==> config.mk <==
export PLATFORM = sky130hd
export DESIGN_NAME = ordered_value_list_store
export DESIGN_NICKNAME = d
export VERILOG_FILES = /design/src/design/ovls_pkg.sv /design/src/design/ovls_mem.sv /design/src/design/ovls_out_reg.sv /design/src/design/ordered_value_list_store.sv
export VERILOG_INCLUDE_DIRS = /design/src /design/src/design
export SDC_FILE = /design/constraint.sdc
export NUM_CORES = 1
export LEC_CHECK = 0
export BUFFER_PORTS_ARGS = -buffer_cell sky130_fd_sc_hd__clkbuf_2
export CORE_UTILIZATION = 49
export CTS_BUF_LIST = sky130_fd_sc_hd__clkbuf_4 sky130_fd_sc_hd__clkbuf_8
export CTS_CLUSTER_SIZE = 20
export DETAILED_ROUTE_END_ITERATION = 10
export HOLD_SLACK_MARGIN = 0.15
export MAX_ROUTING_LAYER = met4
export PLACE_DENSITY_LB_ADDON = 0.08
export SLEW_MARGIN = 20
export SYNTH_ARGS = -nofsm -noshare
export SYNTH_HDL_FRONTEND = slang
export SYNTH_SLANG_ARGS = --single-unit
==> constraint.sdc <==
create_clock -name i_clk -period 3.41 [get_ports i_clk]
set_input_delay 0.341 -clock i_clk [delete_from_list [all_inputs] [get_ports i_clk]]
set_output_delay 0.341 -clock i_clk [all_outputs]
set_load 0.03 [all_outputs]
==> src/design/assert_macros.svh <==
// Assertion macros used by the list store top level.
// Depends on nothing; define ASSERT_OFF to compile the checks away.
`ifndef ASSERT_MACROS_SVH
`define ASSERT_MACROS_SVH

`ifndef ASSERT_OFF

// Checked property, skipped while reset is asserted (active low).
`define OVLS_ASSERT(lbl, clk, rstn, prop, msg) \
    lbl: assert property (@(posedge clk) disable iff (!rstn) prop) else $error(msg);

// Checked property that also holds during reset.
`define OVLS_ASSERT_ALWAYS(lbl, clk, prop, msg) \
    lbl: assert property (@(posedge clk) prop) else $error(msg);

`else

`define OVLS_ASSERT(lbl, clk, rstn, prop, msg)
`define OVLS_ASSERT_ALWAYS(lbl, clk, prop, msg)

`endif

`endif

==> src/design/ovls_pkg.sv <==
// Shared types and constants for the ordered value list store.
// Used by ovls_mem, ovls_out_reg and the top level; depends on nothing.
package ovls_pkg;

    // Default sizing of the store.
    localparam int DEPTH_DEF       = 16;
    localparam int VALUE_WIDTH_DEF = 32;

    // Fixed port widths.
    localparam int OP_W    = 3;
    localparam int IN_W    = 32;
    localparam int COUNT_W = 5;

    // Operation codes.
    localparam logic [OP_W-1:0] OP_PREPEND  = 3'd0;
    localparam logic [OP_W-1:0] OP_APPEND   = 3'd1;
    localparam logic [OP_W-1:0] OP_DROP     = 3'd2;
    localparam logic [OP_W-1:0] OP_CONTAINS = 3'd3;
    localparam logic [OP_W-1:0] OP_CLEAR    = 3'd4;

    // One result word.
    typedef struct packed {
        logic               found;
        logic [COUNT_W-1:0] count;
        logic               rejected;
    } t_result;

endpackage

==> src/design/ovls_mem.sv <==
// Entry storage: one write port and one read port with registered read data.
// Depends on ovls_pkg for default sizes.
module ovls_mem
    import ovls_pkg::*;
#(
    parameter int DEPTH       = DEPTH_DEF,
    parameter int VALUE_WIDTH = VALUE_WIDTH_DEF,
    parameter int AW          = $clog2(DEPTH)
) (
    input  logic                   i_clk,
    input  logic                   i_we,
    input  logic [AW-1:0]          i_waddr,
    input  logic [VALUE_WIDTH-1:0] i_wdata,
    input  logic [AW-1:0]          i_raddr,
    output logic [VALUE_WIDTH-1:0] o_rdata
);

    logic [VALUE_WIDTH-1:0] r_mem [DEPTH];
    logic [VALUE_WIDTH-1:0] r_rdata;

    always_ff @(posedge i_clk) begin
        if (i_we) begin
            r_mem[i_waddr] <= i_wdata;
        end
    end

    always_ff @(posedge i_clk) begin
        r_rdata <= r_mem[i_raddr];
    end

    assign o_rdata = r_rdata;

endmodule

==> src/design/ovls_out_reg.sv <==
// Output register for result words; frees the sequencer while a word waits.
// Depends on ovls_pkg for the result type.
module ovls_out_reg
    import ovls_pkg::*;
(
    input  logic    i_clk,
    input  logic    i_rst_n,
    input  logic    i_load_valid,
    input  t_result i_load,
    output logic    o_load_ready,
    output logic    o_valid,
    input  logic    i_stall,
    output t_result o_result
);

    logic    r_valid;
    t_result r_result;

    assign o_load_ready = !r_valid || !i_stall;

    always_ff @(posedge i_clk) begin
        if (!i_rst_n) begin
            r_valid <= 1'b0;
        end else if (o_load_ready) begin
            r_valid <= i_load_valid;
        end
    end

    always_ff @(posedge i_clk) begin
        if (o_load_ready && i_load_valid) begin
            r_result <= i_load;
        end
    end

    assign o_valid  = r_valid;
    assign o_result = r_result;

endmodule

==> src/design/ordered_value_list_store.sv <==
// Top level of the ordered value list store: sequencer, entry memory and
// result register. Depends on ovls_pkg, ovls_mem, ovls_out_reg, assert_macros.svh.
//
//   channel | direction | handshake                  | payload
//   --------+-----------+----------------------------+----------------------------
//   in      | input     | i_in_valid / o_in_stall    | i_op, i_value
//   out     | output    | o_out_valid / i_out_stall  | o_found, o_count, o_rejected
//
// Append, clear, unused codes, refused insertions and drop or contains on an empty list
// finish without a walk. Prepend on a non-empty list, drop and contains walk the list
// one entry per cycle through the single memory read port; contains stops at a match.
// Reset (synchronous, active low) empties the list; the memory is not cleared.
// The input is stalled while a word is worked on; a finished result waits in the
// output register, so a stalled output holds back at most one word.
`include "assert_macros.svh"

module ordered_value_list_store
    import ovls_pkg::*;
#(
    parameter int DEPTH       = DEPTH_DEF,
    parameter int VALUE_WIDTH = VALUE_WIDTH_DEF
) (
    input  logic               i_clk,
    input  logic               i_rst_n,
    input  logic               i_in_valid,
    output logic               o_in_stall,
    input  logic [OP_W-1:0]    i_op,
    input  logic [IN_W-1:0]    i_value,
    output logic               o_out_valid,
    input  logic               i_out_stall,
    output logic               o_found,
    output logic [COUNT_W-1:0] o_count,
    output logic               o_rejected
);

    localparam int AW = $clog2(DEPTH);
    localparam int CW = $clog2(DEPTH + 1);

    // Sequencer states. WALK streams entries through the memory read port:
    // upward shift for prepend, or a search for drop and contains, with a gap-closing shift for drop.
    typedef enum logic [3:0] {
        ST_IDLE  = 4'b0001,
        ST_WALK  = 4'b0010,
        ST_FRONT = 4'b0100,
        ST_DONE  = 4'b1000
    } t_state;

    t_state                 r_state,    n_state;
    logic [VALUE_WIDTH-1:0] r_value,    n_value;
    logic [CW-1:0]          r_count,    n_count;
    logic [CW-1:0]          r_idx,      n_idx;
    logic                   r_pend,     n_pend;
    logic [AW-1:0]          r_tag,      n_tag;
    logic                   r_match,    n_match;
    logic                   r_found,    n_found;
    logic                   r_rejected, n_rejected;
    logic                   r_prepend,  n_prepend;
    logic                   r_contains, n_contains;

    logic                   in_accept;
    logic [VALUE_WIDTH-1:0] in_v;
    logic signed [63:0]     in_ext;
    logic                   full;
    logic [CW-1:0]          idx_dec;
    logic                   issue;
    logic                   hit;
    logic                   any_match;

    logic                   mem_we;
    logic [AW-1:0]          mem_waddr;
    logic [VALUE_WIDTH-1:0] mem_wdata;
    logic [AW-1:0]          mem_raddr;
    logic [VALUE_WIDTH-1:0] mem_rdata;

    logic                   res_valid;
    logic                   out_ready;
    t_result                res;
    t_result                out_res;

    // The input word is accepted only by an idle sequencer.
    assign o_in_stall = (r_state != ST_IDLE);
    assign in_accept  = i_in_valid && !o_in_stall;

    // The 32-bit value is sign-extended, then kept at the stored width.
    assign in_ext = 64'(signed'(i_value));
    assign in_v   = in_ext[VALUE_WIDTH-1:0];

    assign full    = (r_count == CW'(DEPTH));
    assign idx_dec = r_idx - CW'(1);

    always_comb begin
        n_state    = r_state;
        n_value    = r_value;
        n_count    = r_count;
        n_idx      = r_idx;
        n_pend     = r_pend;
        n_tag      = r_tag;
        n_match    = r_match;
        n_found    = r_found;
        n_rejected = r_rejected;
        n_prepend  = r_prepend;
        n_contains = r_contains;
        mem_we     = 1'b0;
        mem_waddr  = '0;
        mem_wdata  = r_value;
        mem_raddr  = '0;
        res_valid  = 1'b0;
        issue      = 1'b0;
        hit        = 1'b0;
        any_match  = r_match;

        case (r_state)
            ST_IDLE: begin
                if (in_accept) begin
                    n_value    = in_v;
                    n_found    = 1'b0;
                    n_rejected = 1'b0;
                    n_match    = 1'b0;
                    n_pend     = 1'b0;
                    n_prepend  = 1'b0;
                    n_contains = 1'b0;
                    n_state    = ST_DONE;
                    case (i_op)
                        OP_PREPEND: begin
                            if (full) begin
                                n_rejected = 1'b1;
                            end else if (r_count == '0) begin
                                n_state = ST_FRONT;
                            end else begin
                                n_prepend = 1'b1;
                                n_idx     = r_count;
                                n_state   = ST_WALK;
                            end
                        end
                        OP_APPEND: begin
                            if (full) begin
                                n_rejected = 1'b1;
                            end else begin
                                mem_we    = 1'b1;
                                mem_waddr = r_count[AW-1:0];
                                mem_wdata = in_v;
                                n_count   = r_count + CW'(1);
                            end
                        end
                        OP_DROP, OP_CONTAINS: begin
                            n_contains = (i_op == OP_CONTAINS);
                            n_idx      = '0;
                            if (r_count != '0) begin
                                n_state = ST_WALK;
                            end
                        end
                        OP_CLEAR: begin
                            n_count = '0;
                        end
                        default: begin
                            n_state = ST_DONE;
                        end
                    endcase
                end
            end

            ST_WALK: begin
                if (r_prepend) begin
                    // Read from the back toward the front; each entry lands
                    // one place further back when its data returns.
                    issue     = (r_idx != '0);
                    mem_raddr = idx_dec[AW-1:0];
                    if (r_pend) begin
                        mem_we    = 1'b1;
                        mem_waddr = r_tag + AW'(1);
                        mem_wdata = mem_rdata;
                    end
                    n_idx  = issue ? idx_dec : r_idx;
                    n_pend = issue;
                    n_tag  = mem_raddr;
                    if (!issue) begin
                        n_state = ST_FRONT;
                    end
                end else begin
                    // Search from the front. After the first match, a drop moves
                    // every later entry one place forward; a contains stops there.
                    hit       = r_pend && !r_match && (mem_rdata == r_value);
                    any_match = r_match || hit;
                    if (r_pend && r_match) begin
                        mem_we    = 1'b1;
                        mem_waddr = r_tag - AW'(1);
                        mem_wdata = mem_rdata;
                    end
                    issue     = (r_idx != r_count) && !(r_contains && any_match);
                    mem_raddr = r_idx[AW-1:0];
                    n_idx     = r_idx + CW'(1);
                    n_pend    = issue;
                    n_tag     = mem_raddr;
                    n_match   = any_match;
                    if (!issue) begin
                        n_found = any_match;
                        if (any_match && !r_contains) begin
                            n_count = r_count - CW'(1);
                        end
                        n_state = ST_DONE;
                    end
                end
            end

            ST_FRONT: begin
                mem_we    = 1'b1;
                mem_waddr = '0;
                mem_wdata = r_value;
                n_count   = r_count + CW'(1);
                n_state   = ST_DONE;
            end

            ST_DONE: begin
                res_valid = 1'b1;
                if (out_ready) begin
                    n_state = ST_IDLE;
                end
            end

            default: begin
                n_state = ST_IDLE;
            end
        endcase
    end

    always_ff @(posedge i_clk) begin
        if (!i_rst_n) begin
            r_state    <= ST_IDLE;
            r_count    <= '0;
            r_pend     <= 1'b0;
            r_match    <= 1'b0;
            r_found    <= 1'b0;
            r_rejected <= 1'b0;
            r_prepend  <= 1'b0;
            r_contains <= 1'b0;
        end else begin
            r_state    <= n_state;
            r_count    <= n_count;
            r_pend     <= n_pend;
            r_match    <= n_match;
            r_found    <= n_found;
            r_rejected <= n_rejected;
            r_prepend  <= n_prepend;
            r_contains <= n_contains;
        end
    end

    always_ff @(posedge i_clk) begin
        r_value <= n_value;
        r_idx   <= n_idx;
        r_tag   <= n_tag;
    end

    ovls_mem #(
        .DEPTH       (DEPTH),
        .VALUE_WIDTH (VALUE_WIDTH),
        .AW          (AW)
    ) u_mem (
        .i_clk   (i_clk),
        .i_we    (mem_we),
        .i_waddr (mem_waddr),
        .i_wdata (mem_wdata),
        .i_raddr (mem_raddr),
        .o_rdata (mem_rdata)
    );

    // The reported count is the count after the operation, at port width.
    assign res.found    = r_found;
    assign res.count    = COUNT_W'(r_count);
    assign res.rejected = r_rejected;

    ovls_out_reg u_out (
        .i_clk        (i_clk),
        .i_rst_n      (i_rst_n),
        .i_load_valid (res_valid),
        .i_load       (res),
        .o_load_ready (out_ready),
        .o_valid      (o_out_valid),
        .i_stall      (i_out_stall),
        .o_result     (out_res)
    );

    assign o_found    = out_res.found;
    assign o_count    = out_res.count;
    assign o_rejected = out_res.rejected;

    `OVLS_ASSERT(a_count_bound, i_clk, i_rst_n, r_count <= CW'(DEPTH), "entry count above depth")
    `OVLS_ASSERT(a_idle_write, i_clk, i_rst_n, (r_state == ST_IDLE) && mem_we |-> in_accept && (i_op == OP_APPEND), "memory written by an idle sequencer")
    `OVLS_ASSERT(a_reject_full, i_clk, i_rst_n, res_valid && r_rejected |-> r_count == CW'(DEPTH), "insertion refused below depth")
    `OVLS_ASSERT(a_walk_range, i_clk, i_rst_n, (r_state == ST_WALK) && !r_prepend |-> r_idx <= r_count, "search ran past the last entry")

endmodule

## Yosys cells after proc, flatten, opt, wreduce, memory -nomap -nowiden

Memories as Yosys holds them, arrays and structs flattened. A register that Yosys moved wholly into a read port is not among the register bits.
Cells that the tools add are included.

- Add/subtract/negate cells: 6
- Eq/ne operators: 25
- Muxes and demuxes: 64
- Reduce and logical (&&, ||, !) cells: 31

Operators by type and width:

| operator | number |
|---|---|
| 32-bit 2-to-1 mux | 6 |
| 32-bit case mux with 2 select lines | 1 |
| 4-bit 2-to-1 mux | 15 |
| 5-bit 2-to-1 mux | 10 |
| 32-bit equality test | 1 |
| 5-bit case mux with 2 select lines | 3 |
| 1-bit 2-to-1 mux | 20 |
| 3-bit != test, second input constant | 6 |
| 4-bit case mux with 2 select lines | 2 |
| 4-bit case mux with 4 select lines | 1 |
| 5-bit case mux with 3 select lines | 1 |
| 5-bit by 1-bit adder with 5-bit output, second input constant | 2 |
| 5-bit nonzero test | 2 |
| 5-bit by 1-bit subtractor with 5-bit output, second input constant | 2 |
| 1-bit logical AND | 8 |
| 2-bit != test, second input constant | 4 |
| 4-bit AND reduction | 2 |
| 7-bit AND reduction | 1 |
| 3-bit by 2-bit equality test with 1-bit output, second input constant | 2 |
| 1-bit logical NOT | 6 |
| 3-bit by 1-bit != test with 1-bit output, second input constant | 2 |
| 1-bit case mux with 2 select lines | 3 |
| 6-bit AND reduction | 1 |
| 5-bit equality test, second input constant | 1 |
| 21 further kinds | 24 |

- Register bits after elaboration: 64
- RAM bits: 512
- Input port bits: 39
- Output and inout bits: 9
- Logic and storage cells: 142
- Memories kept: 1

Memory list:

| name | words | width | read ports | clocked after Yosys merged registers in | write ports | RTL line | source |
|---|---|---|---|---|---|---|---|
| u_mem.r_mem | 16 | 32 | 1 | 1 | 1 | ovls_mem.sv:18 | `logic [VALUE_WIDTH-1:0] r_mem [DEPTH];` |

## Depth between registers and ports, before layout

Gate-level depths: netlist of the first run.

- Word-level depth: 10
- Mapped depth: 11
- Depth with buffers taken out: 9

## Modules after synthesis

Synthesis of the first run repeated with hierarchy kept, for this count alone.

- Cell total of the unflattened synthesis: 1259
- Area total of the unflattened synthesis: 23792.8 µm²

Modules (own cells, without submodules):

| module | times used | cells an instance | area an instance (µm²) | seq. area each (µm²) |
|---|---|---|---|---|
| ovls_mem | 1 | 838 | 19835.3 | 16015.4 |
| ordered_value_list_store | 1 | 409 | 3706.1 | 1531.5 |
| ovls_out_reg | 1 | 12 | 251.5 | 230.2 |

## Least setup slack after synthesis of the first run

OpenSTA, ideal clock, no wires.

- Path type: register to register
- Start point: register r_state[1]
- End point: memory u_mem.r_mem[0][0] (netlist bit), enable pin
- Library setup time: 421 ps
- Arrival: 3252 ps
- Data required time: 2989 ps
- Path slack: -263 ps
- Stages on the path, launching flop included: 7
- Buffers on the path: 0
- Clock period less this slack: 3673 ps
- Cells stage by stage: dfxtp_1 -> nor4b_4 -> inv_1 -> nor4b_4 -> nor3_1 -> or3_4 -> nor2_1

- Word-level cells in the longest chain between the ends: 7
- Elaborated cells on any way between the ends: 12
- Classes of those cells: eq/ne: 4; mux: 6; reduce/logical: 2

RTL lines:

| element | RTL line | source |
|---|---|---|
| from (decl) | ordered_value_list_store.sv:48 | `t_state r_state, n_state;` |
| from (signal assigned) | ordered_value_list_store.sv:237 | `r_state <= n_state;` |
| 4-bit by 1-bit != test with 1-bit output * | ordered_value_list_store.sv:81 | `assign o_in_stall = (r_state != ST_IDLE);` |
| net o_in_stall | ordered_value_list_store.sv:26 | `output logic o_in_stall,` |
| 1-bit logical NOT * | ordered_value_list_store.sv:82 | `assign in_accept = i_in_valid && !o_in_stall;` |
| 1-bit logical AND * | ordered_value_list_store.sv:82 |  |
| 1-bit 2-to-1 mux | ordered_value_list_store.sv:114 | `if (in_accept) begin` |
| 1-bit case mux with 3 select lines | ordered_value_list_store.sv:112 | `case (r_state)` |
| 1-bit 2-to-1 mux | ovls_mem.sv:22 | `if (i_we) begin` |
| 1-bit 2-to-1 mux (implied by the code) | ovls_mem.sv:23 | `r_mem[i_waddr] <= i_wdata;` |
| to (decl) | ovls_mem.sv:18 |  |

Mark *: on every way through the listed nets, which the timed path passes. The rest lies on a longest branch.

## Final worst setup path of the first run

- Start point: register r_count[0]
- End point: memory u_mem.r_mem[7][5] (netlist bit), enable pin

- Word-level cells in the longest chain between the ends: 7
- Elaborated cells on any way between the ends: 11
- Classes of those cells: eq/ne: 1; mux: 10

RTL lines:

| element | RTL line | source |
|---|---|---|
| from (decl) | ordered_value_list_store.sv:50 | `logic [CW-1:0] r_count, n_count;` |
| from (signal assigned) | ordered_value_list_store.sv:238 | `r_count <= n_count;` |
| 5-bit equality test | ordered_value_list_store.sv:88 | `assign full = (r_count == CW'(DEPTH));` |
| 1-bit 2-to-1 mux | ordered_value_list_store.sv:136 | `if (full) begin` |
| 1-bit 2-to-1 mux | ordered_value_list_store.sv:123 | `case (i_op)` |
| 1-bit 2-to-1 mux | ordered_value_list_store.sv:114 |  |
| 1-bit case mux with 3 select lines | ordered_value_list_store.sv:112 |  |
| 1-bit 2-to-1 mux | ovls_mem.sv:22 |  |
| 1-bit 2-to-1 mux (implied by the code) | ovls_mem.sv:23 |  |

Several ways; a longest one is shown, not always the timed one.

==> flow_results.xml, run 1 <==
<?xml version="1.0" encoding="UTF-8"?>
<metrics>
  <group name="status">
    <metric name="run_status" unit="">finished, final reports clean</metric>
  </group>
  <group name="clock_network">
    <metric name="cts_bufs_inserted" unit="">99</metric>
    <metric name="cts.sink_count" unit="">608</metric>
    <metric name="postCtsSetupRepairBufs" unit="">0</metric>
    <metric name="ctsLongestPathBuffers" unit="">3</metric>
    <metric name="clkTransAtPathRegs" unit="ns">0.06</metric>
    <metric name="h-tree-depth" unit="">3</metric>
    <metric name="tritoncts" unit="">built</metric>
    <metric name="root_buffer" unit="">sky130_fd_sc_hd__clkbuf_8</metric>
    <metric name="clk-insertion-delay-late" unit="ns">0.70</metric>
  </group>
  <group name="detailed_routing">
    <metric name="dr.first_iter.drc_count" unit="">1640</metric>
    <metric name="avgRoutedWirePerCell" unit="um">25.7</metric>
    <metric name="route.detailed.drc" unit="">0</metric>
    <metric name="firstDrtPassIters" unit="">5</metric>
    <metric name="drt_wl_total" unit="um">72300</metric>
    <metric name="dr_total_vias" unit="">16900</metric>
    <metric name="postRouteAntennaNets" unit="">0</metric>
    <metric name="viasPerCell" unit="">6.03</metric>
  </group>
  <group name="setup_path">
    <metric name="worst_setup_path_endpoint" unit="">u_mem.r_mem[7][5]$_DFFE_PP_</metric>
    <metric name="r2r_setup_slack" unit="ns">0.22</metric>
    <metric name="critical_path_class" unit="">reg -&gt; reg</metric>
    <metric name="cp_cell_sequence" unit="">inv_1 &gt; ha_1 &gt; nand4bb_1 &gt; nor4b_4 &gt; nand2_1 &gt; o21ai_0 &gt; nand2_1 &gt; nor2_4 &gt; buf_4</metric>
    <metric name="critical_path_buf_inv_count" unit="">2</metric>
    <metric name="critical-path-top-delay-family" unit="">simple AND/OR/NAND/NOR gates</metric>
    <metric name="timing.critical_path.slowest_stage_cell" unit="">sky130_fd_sc_hd__dfxtp_1</metric>
    <metric name="timing.critical_path.mode_cell" unit="">sky130_fd_sc_hd__nand2_1</metric>
    <metric name="critPathRequiredTime" unit="ns">3.73</metric>
    <metric name="worstPathArrival" unit="ns">3.51</metric>
    <metric name="critical_path.startpoint" unit="">r_count[0]$_SDFFE_PN0P_</metric>
    <metric name="startpoint_type" unit="">flip-flop</metric>
    <metric name="ff2ff_path_depth" unit="">9</metric>
    <metric name="crit_path_max_fanout" unit="">19</metric>
    <metric name="worst_r2r_startpoint" unit="">r_count[0]$_SDFFE_PN0P_</metric>
    <metric name="critical_path.reg2reg.endpoint" unit="">u_mem.r_mem[7][5]$_DFFE_PP_</metric>
    <metric name="kind_of_end_point_of_the_critical_path" unit="">flip-flop</metric>
    <metric name="crit_path_max_incr_delay" unit="ns">0.56</metric>
    <metric name="timing.critical_path.depth" unit="">9</metric>
  </group>
  <group name="place">
    <metric name="finalWeightedCongestion" unit="">0.833</metric>
    <metric name="detail_placement_hpwl" unit="um">39500</metric>
    <metric name="numPortBuffers" unit="">47</metric>
    <metric name="detailed_place.area" unit="um^2">26800</metric>
  </group>
  <group name="final_layout">
    <metric name="final_nets" unit="">2103</metric>
    <metric name="final_core_util" unit="">0.579</metric>
    <metric name="post-route-cell-area" unit="um^2">29300</metric>
    <metric name="drive_above_1_share" unit="">0.176</metric>
    <metric name="antenna_diode_count" unit="">0</metric>
    <metric name="layout_common_cells" unit="">sky130_fd_sc_hd__edfxtp_1 (560), sky130_fd_sc_hd__nand2_1 (350), sky130_fd_sc_hd__nand4_1 (129)</metric>
    <metric name="area_growth_from_synthesis_to_final_layout" unit="%">15.8</metric>
    <metric name="layout_commonest_cell" unit="">sky130_fd_sc_hd__edfxtp_1</metric>
  </group>
  <group name="global_route">
    <metric name="grt_max_degree" unit="">73</metric>
    <metric name="globalRouteOverflowTotal" unit="">0</metric>
    <metric name="first_pass_grt_wire_length" unit="um">106000</metric>
    <metric name="grt_usage" unit="">0.286</metric>
    <metric name="grt_pass1_vias" unit="">16300</metric>
    <metric name="grt_antenna_before_repair" unit="">3</metric>
  </group>
  <group name="synthesis">
    <metric name="dominantRegCellSynth" unit="">sky130_fd_sc_hd__edfxtp_1</metric>
    <metric name="synth.cell_area" unit="um^2">25300</metric>
    <metric name="yosys.cell_types.count" unit="">73</metric>
    <metric name="proportion_of_register_bits_with_asynchronous_set_or_reset_after_synthesis" unit="">0</metric>
    <metric name="yosys_warnings" unit="">0</metric>
    <metric name="postSynthAreaPerCell" unit="um^2">13.2</metric>
    <metric name="synth_top_family_by_area" unit="">simple AND/OR/NAND/NOR gates</metric>
    <metric name="synth-simple-area-share" unit="">0.135</metric>
    <metric name="synth_top_cells_by_area" unit="">sky130_fd_sc_hd__edfxtp_1 (66%), sky130_fd_sc_hd__nand2_1 (5.2%), sky130_fd_sc_hd__dfxtp_1 (3.8%)</metric>
    <metric name="synth_area_leader_cell" unit="">sky130_fd_sc_hd__edfxtp_1</metric>
    <metric name="synthCells" unit="">1913</metric>
    <metric name="post_synth_fa_ha_maj_area_fraction" unit="">0.00494</metric>
    <metric name="fraction_of_the_mapped_netlist_area_in_compound_gates" unit="">0.0829</metric>
    <metric name="netlist.area_leader.share" unit="">0.665</metric>
    <metric name="synth_xor_area_frac" unit="">0.0170</metric>
    <metric name="synth.ff_latch_count" unit="">608</metric>
    <metric name="yosys-mux-area-fraction" unit="">0.0284</metric>
    <metric name="number_of_enable_type_register_cells_in_the_synthesized_netlist" unit="">560</metric>
    <metric name="mappedNetlistNets" unit="">1962</metric>
    <metric name="seq_area_frac_synth" unit="">0.703</metric>
  </group>
  <group name="sta">
    <metric name="finalHoldWorstSlack" unit="ns">0.426</metric>
    <metric name="relSlewSlack" unit="">0.281</metric>
    <metric name="finalCritPeriodShare" unit="">0.934</metric>
    <metric name="slew_viol_final" unit="">0</metric>
    <metric name="report.final.setup_viol" unit="">0</metric>
    <metric name="timing.final.hold_violations" unit="">0</metric>
    <metric name="worst_slew_pin_slew" unit="ns">1.08</metric>
    <metric name="clock_skew" unit="ns">0.0354</metric>
    <metric name="finalWorstPathRequiredPeriod" unit="ns">3.19</metric>
    <metric name="fmax" unit="MHz">314</metric>
    <metric name="final.setup.tns" unit="ns">0</metric>
    <metric name="grt_setup_unrepaired" unit="">no</metric>
  </group>
  <group name="pwr">
    <metric name="power.density_cell_area" unit="nW/um^2">551</metric>
    <metric name="total_leakage_power" unit="nW">10.2</metric>
    <metric name="power_frac_comb" unit="">0.072</metric>
    <metric name="net-switching-power" unit="mW">3.81</metric>
    <metric name="clock_power_share" unit="">0.402</metric>
    <metric name="max-vdd-ir-drop" unit="uV">277</metric>
    <metric name="intPower" unit="mW">12.3</metric>
    <metric name="seq_power_share" unit="">0.527</metric>
    <metric name="sw_frac_of_total" unit="">0.236</metric>
  </group>
  <group name="die">
    <metric name="initial_utilization" unit="">0.500</metric>
    <metric name="core_area" unit="um^2">50600</metric>
    <metric name="floorplan.die.height" unit="um">229</metric>
    <metric name="core.rowCount" unit="">82</metric>
    <metric name="top_ports" unit="">48</metric>
    <metric name="die_boundary_width" unit="um">229</metric>
    <metric name="floorplan.die_area" unit="um^2">52600</metric>
  </group>
  <group name="job">
    <metric name="cap_viol_max_count" unit="">0</metric>
  </group>
  <group name="hold_path">
    <metric name="hold_path_class" unit="">in -&gt; reg</metric>
  </group>
</metrics>
-- routing by layer --
metal / up-vias / global-route usage / share of wire
met5: - / - / 0
met4: 0 / 0.0979 / 0.027
met3: 124 / 0.0540 / 0.084
met2: 775 / 0.435 / 0.47
met1: 8463 / 0.388 / 0.42
li1: 7579 / - / -
-- power groups by stage --
stage          combinational (mW)  clock [mW]  sequential [mW]
6_report                     1.15        6.48             8.50
5_1_grt                      1.25        6.94             8.50
4_1_cts                      1.15        6.60             8.49
3_5_place_dp                 1.11           0             8.65
3_3_place_gp                 1.09           0             8.64
2_1_floorplan               0.656           0             8.63
-- worst min path at each step --
stage	startpoint	endpoint	slack, ns	cells after the start
final	i_value[16]	r_value[16]$_DFFE_PP_	0.43	2
after global routing	i_value[29]	r_value[29]$_DFFE_PP_	0.40	2
after CTS	i_value[29]	r_value[29]$_DFFE_PP_	0.36	2
after detailed placement	r_contains$_SDFFE_PN0P_	r_contains$_SDFFE_PN0P_	0.48	2
after global placement	r_contains$_SDFFE_PN0P_	r_contains$_SDFFE_PN0P_	0.48	2
after floorplan	r_count[3]$_SDFFE_PN0P_	u_out.o_result[4]$_DFFE_PP_	0.41	0
-- Yosys cell counts, types with 4 or more instances --
cell type	count
sky130_fd_sc_hd__buf_2	57
sky130_fd_sc_hd__inv_1	13
sky130_fd_sc_hd__xnor2_1	45
sky130_fd_sc_hd__a211oi_1	37
sky130_fd_sc_hd__nand4_1	129
sky130_fd_sc_hd__clkbuf_2	6
sky130_fd_sc_hd__nand2b_1	6
sky130_fd_sc_hd__a21boi_0	5
sky130_fd_sc_hd__a21oi_1	12
sky130_fd_sc_hd__xor2_1	4
sky130_fd_sc_hd__buf_6	7
sky130_fd_sc_hd__buf_4	4
sky130_fd_sc_hd__nor3_1	13
sky130_fd_sc_hd__mux2i_1	65
sky130_fd_sc_hd__nor4_1	31
sky130_fd_sc_hd__dfxtp_1	48
sky130_fd_sc_hd__a31oi_1	34
sky130_fd_sc_hd__o21ai_0	127
sky130_fd_sc_hd__a211oi_2	23
sky130_fd_sc_hd__o211ai_1	4
sky130_fd_sc_hd__o21ai_1	8
sky130_fd_sc_hd__clkbuf_1	64
sky130_fd_sc_hd__ha_1	10
sky130_fd_sc_hd__nand3_1	87
sky130_fd_sc_hd__and3_1	30
sky130_fd_sc_hd__edfxtp_1	560
sky130_fd_sc_hd__a22oi_1	32
sky130_fd_sc_hd__nor2_1	36
sky130_fd_sc_hd__nand2_1	351
-- cells by family (layout without fill, tap and decap cells) --
logic type | count (synthesis) | after routing
AOI/OAI and AO/OA | 314 | 314
xor gates and xnor gates | 49 | 49
adders and majority gates | 10 | 10
buffers and inverters | 156 | 380
DFF | 608 | 608
muxes | 68 | 68
and+or+nand+nor | 708 | 708
-- registers in the layout, summed over array words and instances, names as in the netlist --
signal	flops
r_contains	1
r_count	5
r_found	1
r_idx	5
r_match	1
r_pend	1
r_prepend	1
r_rejected	1
r_state	4
r_tag	4
r_value	32
u_mem.o_rdata	32
u_mem.r_mem	512
u_out.o_result	7
u_out.o_valid	1
-- area by class of cell --
| cell class | instances | area, um^2 |
|---|---|---|
| multi-input combinational | 1149 | 6990 |
| clock inverter | 29 | 169 |
| tap | 672 | 841 |
| inverter | 17 | 71.3 |
| sequential | 608 | 17800 |
| clock buffer | 155 | 1880 |
| fill | 4056 | 21300 |
| timing repair buffer | 179 | 1570 |
-- timing repair --
item | 4_1_cts | 5_1_grt
hold buffers | 43 | 0
hold endpoints to repair | 53 | 0
resized for setup | 0 | 1
endpoints found under the setup margin | 0 | 13
-- through the flow --
stage               power, mW  instances  worst slack, ns
CTS                      16.2       2809            0.170
global route             16.7       2809           0.0401
global placement         9.74       2582            0.300
detailed placement       9.76       2582            0.202
finish                   16.1       2809            0.224
floorplan                9.29       1913           -0.263
(Power assumes the default switching activity.)
==> run 2: changes to the inputs <==
==> constraint.sdc (replaced) <==
create_clock -name i_clk -period 3.41 [get_ports i_clk]
set_input_delay 0.1705 -clock i_clk [delete_from_list [all_inputs] [get_ports i_clk]]
set_output_delay 0.1705 -clock i_clk [all_outputs]
set_load 0.03 [all_outputs]
==> flow_results.xml, run 2 (synthesis results as in run 1) <==
<?xml version="1.0" encoding="UTF-8"?>
<metrics>
  <group name="hold_path">
    <metric name="hp-start" unit="">i_value[29]</metric>
    <metric name="hold_path_class" unit="">in -&gt; reg</metric>
    <metric name="hold_depth" unit="">2</metric>
  </group>
  <group name="pwr">
    <metric name="design_power_total" unit="mW">16.4</metric>
    <metric name="max-vdd-ir-drop" unit="uV">321</metric>
    <metric name="power.density_cell_area" unit="nW/um^2">556</metric>
    <metric name="total_leakage_power" unit="nW">10.3</metric>
  </group>
  <group name="sta">
    <metric name="clock_skew" unit="ns">0.0408</metric>
    <metric name="grt_setup_unrepaired" unit="">no</metric>
    <metric name="slew_viol_final" unit="">0</metric>
    <metric name="timing.final.hold_violations" unit="">0</metric>
    <metric name="finalWorstPathRequiredPeriod" unit="ns">3.16</metric>
    <metric name="fmax" unit="MHz">316</metric>
    <metric name="relSlewSlack" unit="">0.356</metric>
    <metric name="worst_slew_pin_slew" unit="ns">0.962</metric>
    <metric name="report.final.setup_viol" unit="">0</metric>
    <metric name="finalCritPeriodShare" unit="">0.928</metric>
  </group>
  <group name="setup_path">
    <metric name="worst_r2r_startpoint" unit="">r_count[0]$_SDFFE_PN0P_</metric>
    <metric name="critical_path_class" unit="">reg -&gt; reg</metric>
    <metric name="kind_of_end_point_of_the_critical_path" unit="">flip-flop</metric>
    <metric name="ff2ff_path_depth" unit="">9</metric>
    <metric name="cp_cell_sequence" unit="">inv_1 &gt; ha_1 &gt; nand4bb_1 &gt; nor4b_4 &gt; nand2_1 &gt; o21ai_0 &gt; nand3_1 &gt; nor2_4 &gt; buf_4</metric>
    <metric name="startpoint_type" unit="">flip-flop</metric>
    <metric name="worstPathArrival" unit="ns">3.50</metric>
    <metric name="critPathRequiredTime" unit="ns">3.75</metric>
    <metric name="crit_path_max_fanout" unit="">17</metric>
    <metric name="crit_path_max_incr_delay" unit="ns">0.53</metric>
    <metric name="timing.critical_path.slowest_stage_cell" unit="">sky130_fd_sc_hd__dfxtp_1</metric>
    <metric name="critical_path.startpoint" unit="">r_count[0]$_SDFFE_PN0P_</metric>
  </group>
  <group name="final_layout">
    <metric name="fillerInstances" unit="">4078</metric>
    <metric name="fin_cells" unit="">2815</metric>
    <metric name="regMostFlops" unit="">u_mem.r_mem</metric>
    <metric name="area_growth_from_synthesis_to_final_layout" unit="%">16.6</metric>
    <metric name="final_nets" unit="">2107</metric>
    <metric name="layout_common_cells" unit="">sky130_fd_sc_hd__edfxtp_1 (560), sky130_fd_sc_hd__nand2_1 (350), sky130_fd_sc_hd__nand4_1 (129)</metric>
    <metric name="drive_above_1_share" unit="">0.180</metric>
    <metric name="largest_register_ff_count" unit="">512</metric>
    <metric name="layout_commonest_cell" unit="">sky130_fd_sc_hd__edfxtp_1</metric>
  </group>
  <group name="die">
    <metric name="core.rowCount" unit="">82</metric>
    <metric name="initial_utilization" unit="">0.500</metric>
    <metric name="floorplan.die.height" unit="um">229</metric>
    <metric name="top_ports" unit="">48</metric>
    <metric name="die_boundary_width" unit="um">229</metric>
    <metric name="floorplan.die_area" unit="um^2">52600</metric>
    <metric name="core_area" unit="um^2">50600</metric>
  </group>
  <group name="global_route">
    <metric name="grt_antenna_before_repair" unit="">0</metric>
    <metric name="globalRouteOverflowTotal" unit="">0</metric>
    <metric name="first_pass_grt_wire_length" unit="um">107000</metric>
    <metric name="grt_usage" unit="">0.286</metric>
    <metric name="grt_pass1_vias" unit="">16300</metric>
    <metric name="grt_max_degree" unit="">77</metric>
  </group>
  <group name="clock_network">
    <metric name="ctsLongestPathBuffers" unit="">3</metric>
    <metric name="postCtsSetupRepairBufs" unit="">0</metric>
    <metric name="clk-insertion-delay-late" unit="ns">0.71</metric>
    <metric name="h-tree-depth" unit="">3</metric>
    <metric name="cts_hold_buffers" unit="">44</metric>
    <metric name="gates_resized_cts_repair" unit="">0</metric>
    <metric name="cts_bufs_inserted" unit="">99</metric>
    <metric name="clkTransAtPathRegs" unit="ns">0.06</metric>
    <metric name="cts.sink_count" unit="">608</metric>
    <metric name="root_buffer" unit="">sky130_fd_sc_hd__clkbuf_8</metric>
    <metric name="tritoncts" unit="">built</metric>
  </group>
  <group name="detailed_routing">
    <metric name="postRouteAntennaNets" unit="">0</metric>
    <metric name="drt_wl_total" unit="um">72100</metric>
    <metric name="dr.first_iter.drc_count" unit="">1847</metric>
    <metric name="viasPerCell" unit="">6.05</metric>
    <metric name="dr_total_vias" unit="">17000</metric>
    <metric name="firstDrtPassIters" unit="">5</metric>
    <metric name="avgRoutedWirePerCell" unit="um">25.6</metric>
    <metric name="route.detailed.drc" unit="">0</metric>
  </group>
  <group name="job">
    <metric name="cap_viol_max_count" unit="">0</metric>
  </group>
  <group name="place">
    <metric name="numPortBuffers" unit="">47</metric>
    <metric name="placedCellCount" unit="">2584</metric>
    <metric name="finalWeightedCongestion" unit="">0.842</metric>
    <metric name="detail_placement_hpwl" unit="um">39700</metric>
  </group>
  <group name="status">
    <metric name="run_status" unit="">finished, final reports clean</metric>
  </group>
</metrics>
==> run 2: cell types whose count changed in the layout (fill, tap and decap cells not counted), moves of 2 or more <==
| cell | before | now |
|---|---|---|
| sky130_fd_sc_hd__clkbuf_4 | 41 | 50 |
| sky130_fd_sc_hd__clkbuf_8 | 114 | 107 |
| sky130_fd_sc_hd__buf_12 | 19 | 24 |
| sky130_fd_sc_hd__clkinv_1 | 16 | 11 |
| sky130_fd_sc_hd__bufinv_16 | 1 | 5 |
| sky130_fd_sc_hd__buf_4 | 70 | 67 |
| sky130_fd_sc_hd__clkinv_2 | 9 | 7 |
| sky130_fd_sc_hd__clkinv_8 | 0 | 2 |
==> run 2: cell type report <==
type	instances	area (um^2)	share of cell area
antenna	1	2.50	0.0000848
sequential	608	17800	0.603
clock buffer	157	1850	0.0626
timing repair buffer	183	1690	0.0572
multi-input combinational	1149	6980	0.237
clock inverter	28	290	0.00984
tap	672	841	0.0285
inverter	17	71.3	0.00242
==> run 2: critical path, delay by kind of cell, from the launching register on <==
family	cells	cell delay, ns
AOI/OAI and AO/OA	1	0.17
buffers and inverters	2	0.59
DFF	1	0.53
and+or+nand+nor	5	1.24
adders and majority gates	1	0.25
==> run 2: where the power goes <==
part | internal, mW | switching (mW)
sequential | 8.43 | 0.0704
combinational | 0.325 | 0.831
clock | 3.83 | 2.93
total | 12.6 | 3.83
==> run 2: metal layers <==
metal / wire, um / track usage / vias to the layer above
met4: 1330 / 0.0790 / 0
li1: - / - / 7591
met1: 30700 / 0.390 / 8594
met3: 5750 / 0.0463 / 107
met2: 34300 / 0.446 / 739
met5: 0 / - / -
==> run 2: final timing paths <==
path	endpoint	slack, ns
setup / recovery	u_mem.r_mem[9][0]$_DFFE_PP_	0.25
hold / removal	r_value[29]$_DFFE_PP_	0.21
setup reg to reg	u_mem.r_mem[9][0]$_DFFE_PP_	0.25
hold reg to reg	u_out.o_result[0]$_DFFE_PP_	0.47
==> run 2: per-stage QoR <==
step	area [um^2]	setup TNS [ns]	hold WS, ns	setup WS [ns]	utilization
global route	29500	0	0.207	0.0456	0.583
finish	29500	0	0.214	0.246	0.583
CTS	29500	0	0.173	0.294	0.583
global placement	26900	0	0.375	0.374	0.532
detailed placement	26900	0	0.385	0.318	0.532
floorplan	25300	-41.26	0.269	-0.263	-
==> run 3: changes to the inputs <==
--- a/config.mk
+++ b/config.mk
@@ -17,4 +17,5 @@
 export SLEW_MARGIN = 20
 export SYNTH_ARGS = -nofsm -noshare
 export SYNTH_HDL_FRONTEND = slang
+export SYNTH_HIERARCHICAL = 1
 export SYNTH_SLANG_ARGS = --single-unit
==> flow_results.xml, run 3 <==
<?xml version="1.0" encoding="UTF-8"?>
<metrics>
  <group name="pwr">
    <metric name="max-vdd-ir-drop" unit="uV">320</metric>
    <metric name="design_power_total" unit="mW">15.9</metric>
    <metric name="power.density_cell_area" unit="nW/um^2">566</metric>
    <metric name="total_leakage_power" unit="nW">9.11</metric>
  </group>
  <group name="die">
    <metric name="top_ports" unit="">48</metric>
    <metric name="floorplan.die.height" unit="um">222</metric>
    <metric name="core.rowCount" unit="">80</metric>
    <metric name="initial_utilization" unit="">0.497</metric>
    <metric name="die_boundary_width" unit="um">222</metric>
    <metric name="floorplan.die_area" unit="um^2">49400</metric>
    <metric name="core_area" unit="um^2">47800</metric>
  </group>
  <group name="setup_path">
    <metric name="kind_of_end_point_of_the_critical_path" unit="">flip-flop</metric>
    <metric name="critPathRequiredTime" unit="ns">3.75</metric>
    <metric name="startpoint_type" unit="">flip-flop</metric>
    <metric name="crit_path_max_fanout" unit="">20</metric>
    <metric name="critical_path_class" unit="">reg -&gt; reg</metric>
    <metric name="worstPathArrival" unit="ns">3.50</metric>
  </group>
  <group name="detailed_routing">
    <metric name="avgRoutedWirePerCell" unit="um">26.9</metric>
    <metric name="postRouteAntennaNets" unit="">0</metric>
    <metric name="firstDrtPassIters" unit="">4</metric>
    <metric name="route.detailed.drc" unit="">0</metric>
    <metric name="dr.first_iter.drc_count" unit="">1086</metric>
    <metric name="drt_wl_total" unit="um">57900</metric>
    <metric name="dr_total_vias" unit="">12700</metric>
    <metric name="viasPerCell" unit="">5.91</metric>
  </group>
  <group name="place">
    <metric name="detail_placement_hpwl" unit="um">32700</metric>
    <metric name="numPortBuffers" unit="">47</metric>
    <metric name="placedCellCount" unit="">1921</metric>
    <metric name="detailed_place.area" unit="um^2">25500</metric>
    <metric name="finalWeightedCongestion" unit="">0.829</metric>
  </group>
  <group name="clock_network">
    <metric name="cts.sink_count" unit="">608</metric>
    <metric name="ctsLongestPathBuffers" unit="">3</metric>
    <metric name="root_buffer" unit="">sky130_fd_sc_hd__clkbuf_8</metric>
    <metric name="clkTransAtPathRegs" unit="ns">0.06</metric>
    <metric name="tritoncts" unit="">built</metric>
    <metric name="clk-insertion-delay-late" unit="ns">0.69</metric>
    <metric name="cts_bufs_inserted" unit="">99</metric>
    <metric name="gates_resized_cts_repair" unit="">0</metric>
    <metric name="h-tree-depth" unit="">3</metric>
  </group>
  <group name="sta">
    <metric name="clock_skew" unit="ns">0.0176</metric>
    <metric name="grt_setup_unrepaired" unit="">no</metric>
    <metric name="slew_viol_final" unit="">0</metric>
    <metric name="report.final.setup_viol" unit="">0</metric>
    <metric name="relSlewSlack" unit="">0.499</metric>
    <metric name="finalCritPeriodShare" unit="">0.926</metric>
    <metric name="worst_slew_pin_slew" unit="ns">0.749</metric>
    <metric name="finalWorstPathRequiredPeriod" unit="ns">3.16</metric>
    <metric name="fmax" unit="MHz">317</metric>
    <metric name="timing.final.hold_violations" unit="">0</metric>
  </group>
  <group name="final_layout">
    <metric name="final_nets" unit="">1497</metric>
    <metric name="area_growth_from_synthesis_to_final_layout" unit="%">17.8</metric>
    <metric name="largest_register_ff_count" unit="">512</metric>
    <metric name="fin_cells" unit="">2149</metric>
    <metric name="regMostFlops" unit="">u_mem/r_mem</metric>
    <metric name="post-route-cell-area" unit="um^2">28000</metric>
    <metric name="layout_commonest_cell" unit="">sky130_fd_sc_hd__edfxtp_1</metric>
    <metric name="layout_common_cells" unit="">sky130_fd_sc_hd__edfxtp_1 (560), sky130_fd_sc_hd__mux4_2 (128), sky130_fd_sc_hd__clkbuf_8 (118)</metric>
    <metric name="drive_above_1_share" unit="">0.295</metric>
  </group>
  <group name="synthesis">
    <metric name="yosys_warnings" unit="">6</metric>
    <metric name="seq_area_frac_synth" unit="">0.747</metric>
    <metric name="synth-simple-area-share" unit="">0.0447</metric>
    <metric name="fraction_of_the_mapped_netlist_area_in_compound_gates" unit="">0.0494</metric>
    <metric name="yosys.cell_types.count" unit="">60</metric>
    <metric name="synth.ff_latch_count" unit="">608</metric>
    <metric name="yosys-mux-area-fraction" unit="">0.122</metric>
    <metric name="synth.cell_area" unit="um^2">23800</metric>
    <metric name="yosysMostFrequentCell" unit="">sky130_fd_sc_hd__edfxtp_1</metric>
    <metric name="synthCells" unit="">1259</metric>
    <metric name="number_of_enable_type_register_cells_in_the_synthesized_netlist" unit="">560</metric>
    <metric name="post_synth_fa_ha_maj_area_fraction" unit="">0.00473</metric>
    <metric name="synth_xor_area_frac" unit="">0.0169</metric>
    <metric name="synth_top_cells_by_area" unit="">sky130_fd_sc_hd__edfxtp_1 (71%), sky130_fd_sc_hd__mux4_2 (12%), sky130_fd_sc_hd__dfxtp_1 (4.0%)</metric>
    <metric name="mappedNetlistNets" unit="">1307</metric>
    <metric name="proportion_of_register_bits_with_asynchronous_set_or_reset_after_synthesis" unit="">0</metric>
    <metric name="netlist.area_leader.share" unit="">0.707</metric>
    <metric name="postSynthAreaPerCell" unit="um^2">18.9</metric>
    <metric name="yosys-top-cells-count" unit="">sky130_fd_sc_hd__edfxtp_1 (560), sky130_fd_sc_hd__mux4_2 (128), sky130_fd_sc_hd__nand2_1 (117), sky130_fd_sc_hd__a22oi_1 (96), sky130_fd_sc_hd__dfxtp_1 (48)</metric>
    <metric name="synth_area_leader_cell" unit="">sky130_fd_sc_hd__edfxtp_1</metric>
    <metric name="synth_top_family_by_area" unit="">multiplexers</metric>
    <metric name="dominantRegCellSynth" unit="">sky130_fd_sc_hd__edfxtp_1</metric>
  </group>
  <group name="global_route">
    <metric name="first_pass_grt_wire_length" unit="um">84900</metric>
    <metric name="globalRouteOverflowTotal" unit="">0</metric>
    <metric name="grt_antenna_before_repair" unit="">1</metric>
    <metric name="grt_usage" unit="">0.247</metric>
    <metric name="grt_pass1_vias" unit="">12900</metric>
    <metric name="grt_max_degree" unit="">48</metric>
  </group>
  <group name="job">
    <metric name="cap_viol_max_count" unit="">0</metric>
  </group>
  <group name="status">
    <metric name="run_status" unit="">finished, final reports clean</metric>
  </group>
  <group name="hold_path">
    <metric name="hold_path_class" unit="">in -&gt; reg</metric>
  </group>
</metrics>
## run 3: cell types whose count changed in the layout (fill, tap and decap cells not counted), sizes merged, moves of 26 or more
cell | before | now
nand4 | 129 | 6
mux2i | 65 | 1
nand3 | 87 | 10
a31oi | 34 | 3
o21ai | 136 | 22
a22oi | 32 | 96
and3 | 30 | 1
xnor2 | 45 | 17
buf | 92 | 66
nand2 | 353 | 117
a211oi | 60 | 3
mux4 | 3 | 128
## run 3: repair_timing
item                                   in CTS  in global routing
hold buffers                               42                  0
endpoints found under the hold margin      54                  0
setup buffers                               0                  0
## run 3: cell type report
type,count,area (um^2)
flip-flops and latches,608,17800
inverters,17,63.8
clock inverters,23,165
clock buffers,162,1950
diodes,1,2.50
fillers,3618,19800
well taps,615,769
repair buffers,155,1450
multi-input cells,568,5840
## run 3: power breakdown
| part | internal [mW] | total (mW) | leakage (nW) | switching (mW) |
|---|---|---|---|---|
| Sequential | 8.41 | 8.47 | 5.46 | 0.0653 |
| Combinational | 0.233 | 0.801 | 2.52 | 0.569 |
| Clock | 3.77 | 6.59 | 1.13 | 2.82 |
| Total | 12.4 | 15.9 | 9.11 | 3.46 |
## run 3: metal layers
metal,part of all wire,GRT usage,wire [um],vias to the layer above
met5,0,-,0,-
met3,0.057,0.0489,3270,94
met2,0.49,0.384,28300,395
li1,-,-,-,5524
met1,0.43,0.334,25100,6685
met4,0.021,0.0736,1210,0
## run 3: worst paths after layout
check | from | to | slack, ns | cells past startpoint
worst max-delay path | r_count[0]$_SDFFE_PN0P_ | u_mem/r_mem[1][4]$_DFFE_PP_ | 0.25 | 9
worst min-delay path | i_value[18] | r_value[18]$_DFFE_PP_ | 0.22 | 2
worst max register to register | r_count[0]$_SDFFE_PN0P_ | u_mem/r_mem[1][4]$_DFFE_PP_ | 0.25 | 9
worst min register to register | r_found$_SDFFE_PN0P_ | u_out/o_result[6]$_DFFE_PP_ | 0.43 | 0
## run 3: worst max-delay path, cell delays in order (launching register included)
cell and delay [ns]:
sky130_fd_sc_hd__dfxtp_1 0.31, sky130_fd_sc_hd__inv_1 0.07, sky130_fd_sc_hd__ha_1 0.22, sky130_fd_sc_hd__nor3b_1 0.65, sky130_fd_sc_hd__a21oi_4 0.19, sky130_fd_sc_hd__a22o_1 0.29, sky130_fd_sc_hd__buf_4 0.18, sky130_fd_sc_hd__nand2b_1 0.34
sky130_fd_sc_hd__nor2_4 0.19, sky130_fd_sc_hd__buf_4 0.36
## run 3: cells by family (layout without fill, tap and decap cells)
family                     Yosys count  count (layout)
and+or+nand+nor                    218             218
DFF                                608             608
adders and majority gates            9               9
AOI/OAI and AO/OA                  166             166
xor gates and xnor gates            46              46
other                                0               1
buffers and inverters               83             357
muxes                              129             129
## run 3: per-stage QoR
| step | setup slack, ns | util | TNS, ns | hold slack (ns) |
|---|---|---|---|---|
| after floorplan | -0.476 | - | -135.12 | 0.259 |
| after global placement | 0.307 | 0.532 | 0 | 0.365 |
| after detailed placement | 0.291 | 0.532 | 0 | 0.370 |
| after CTS | 0.274 | 0.586 | 0 | 0.168 |
| after global routing | 0.152 | 0.586 | 0 | 0.182 |
| final | 0.251 | 0.586 | 0 | 0.216 |
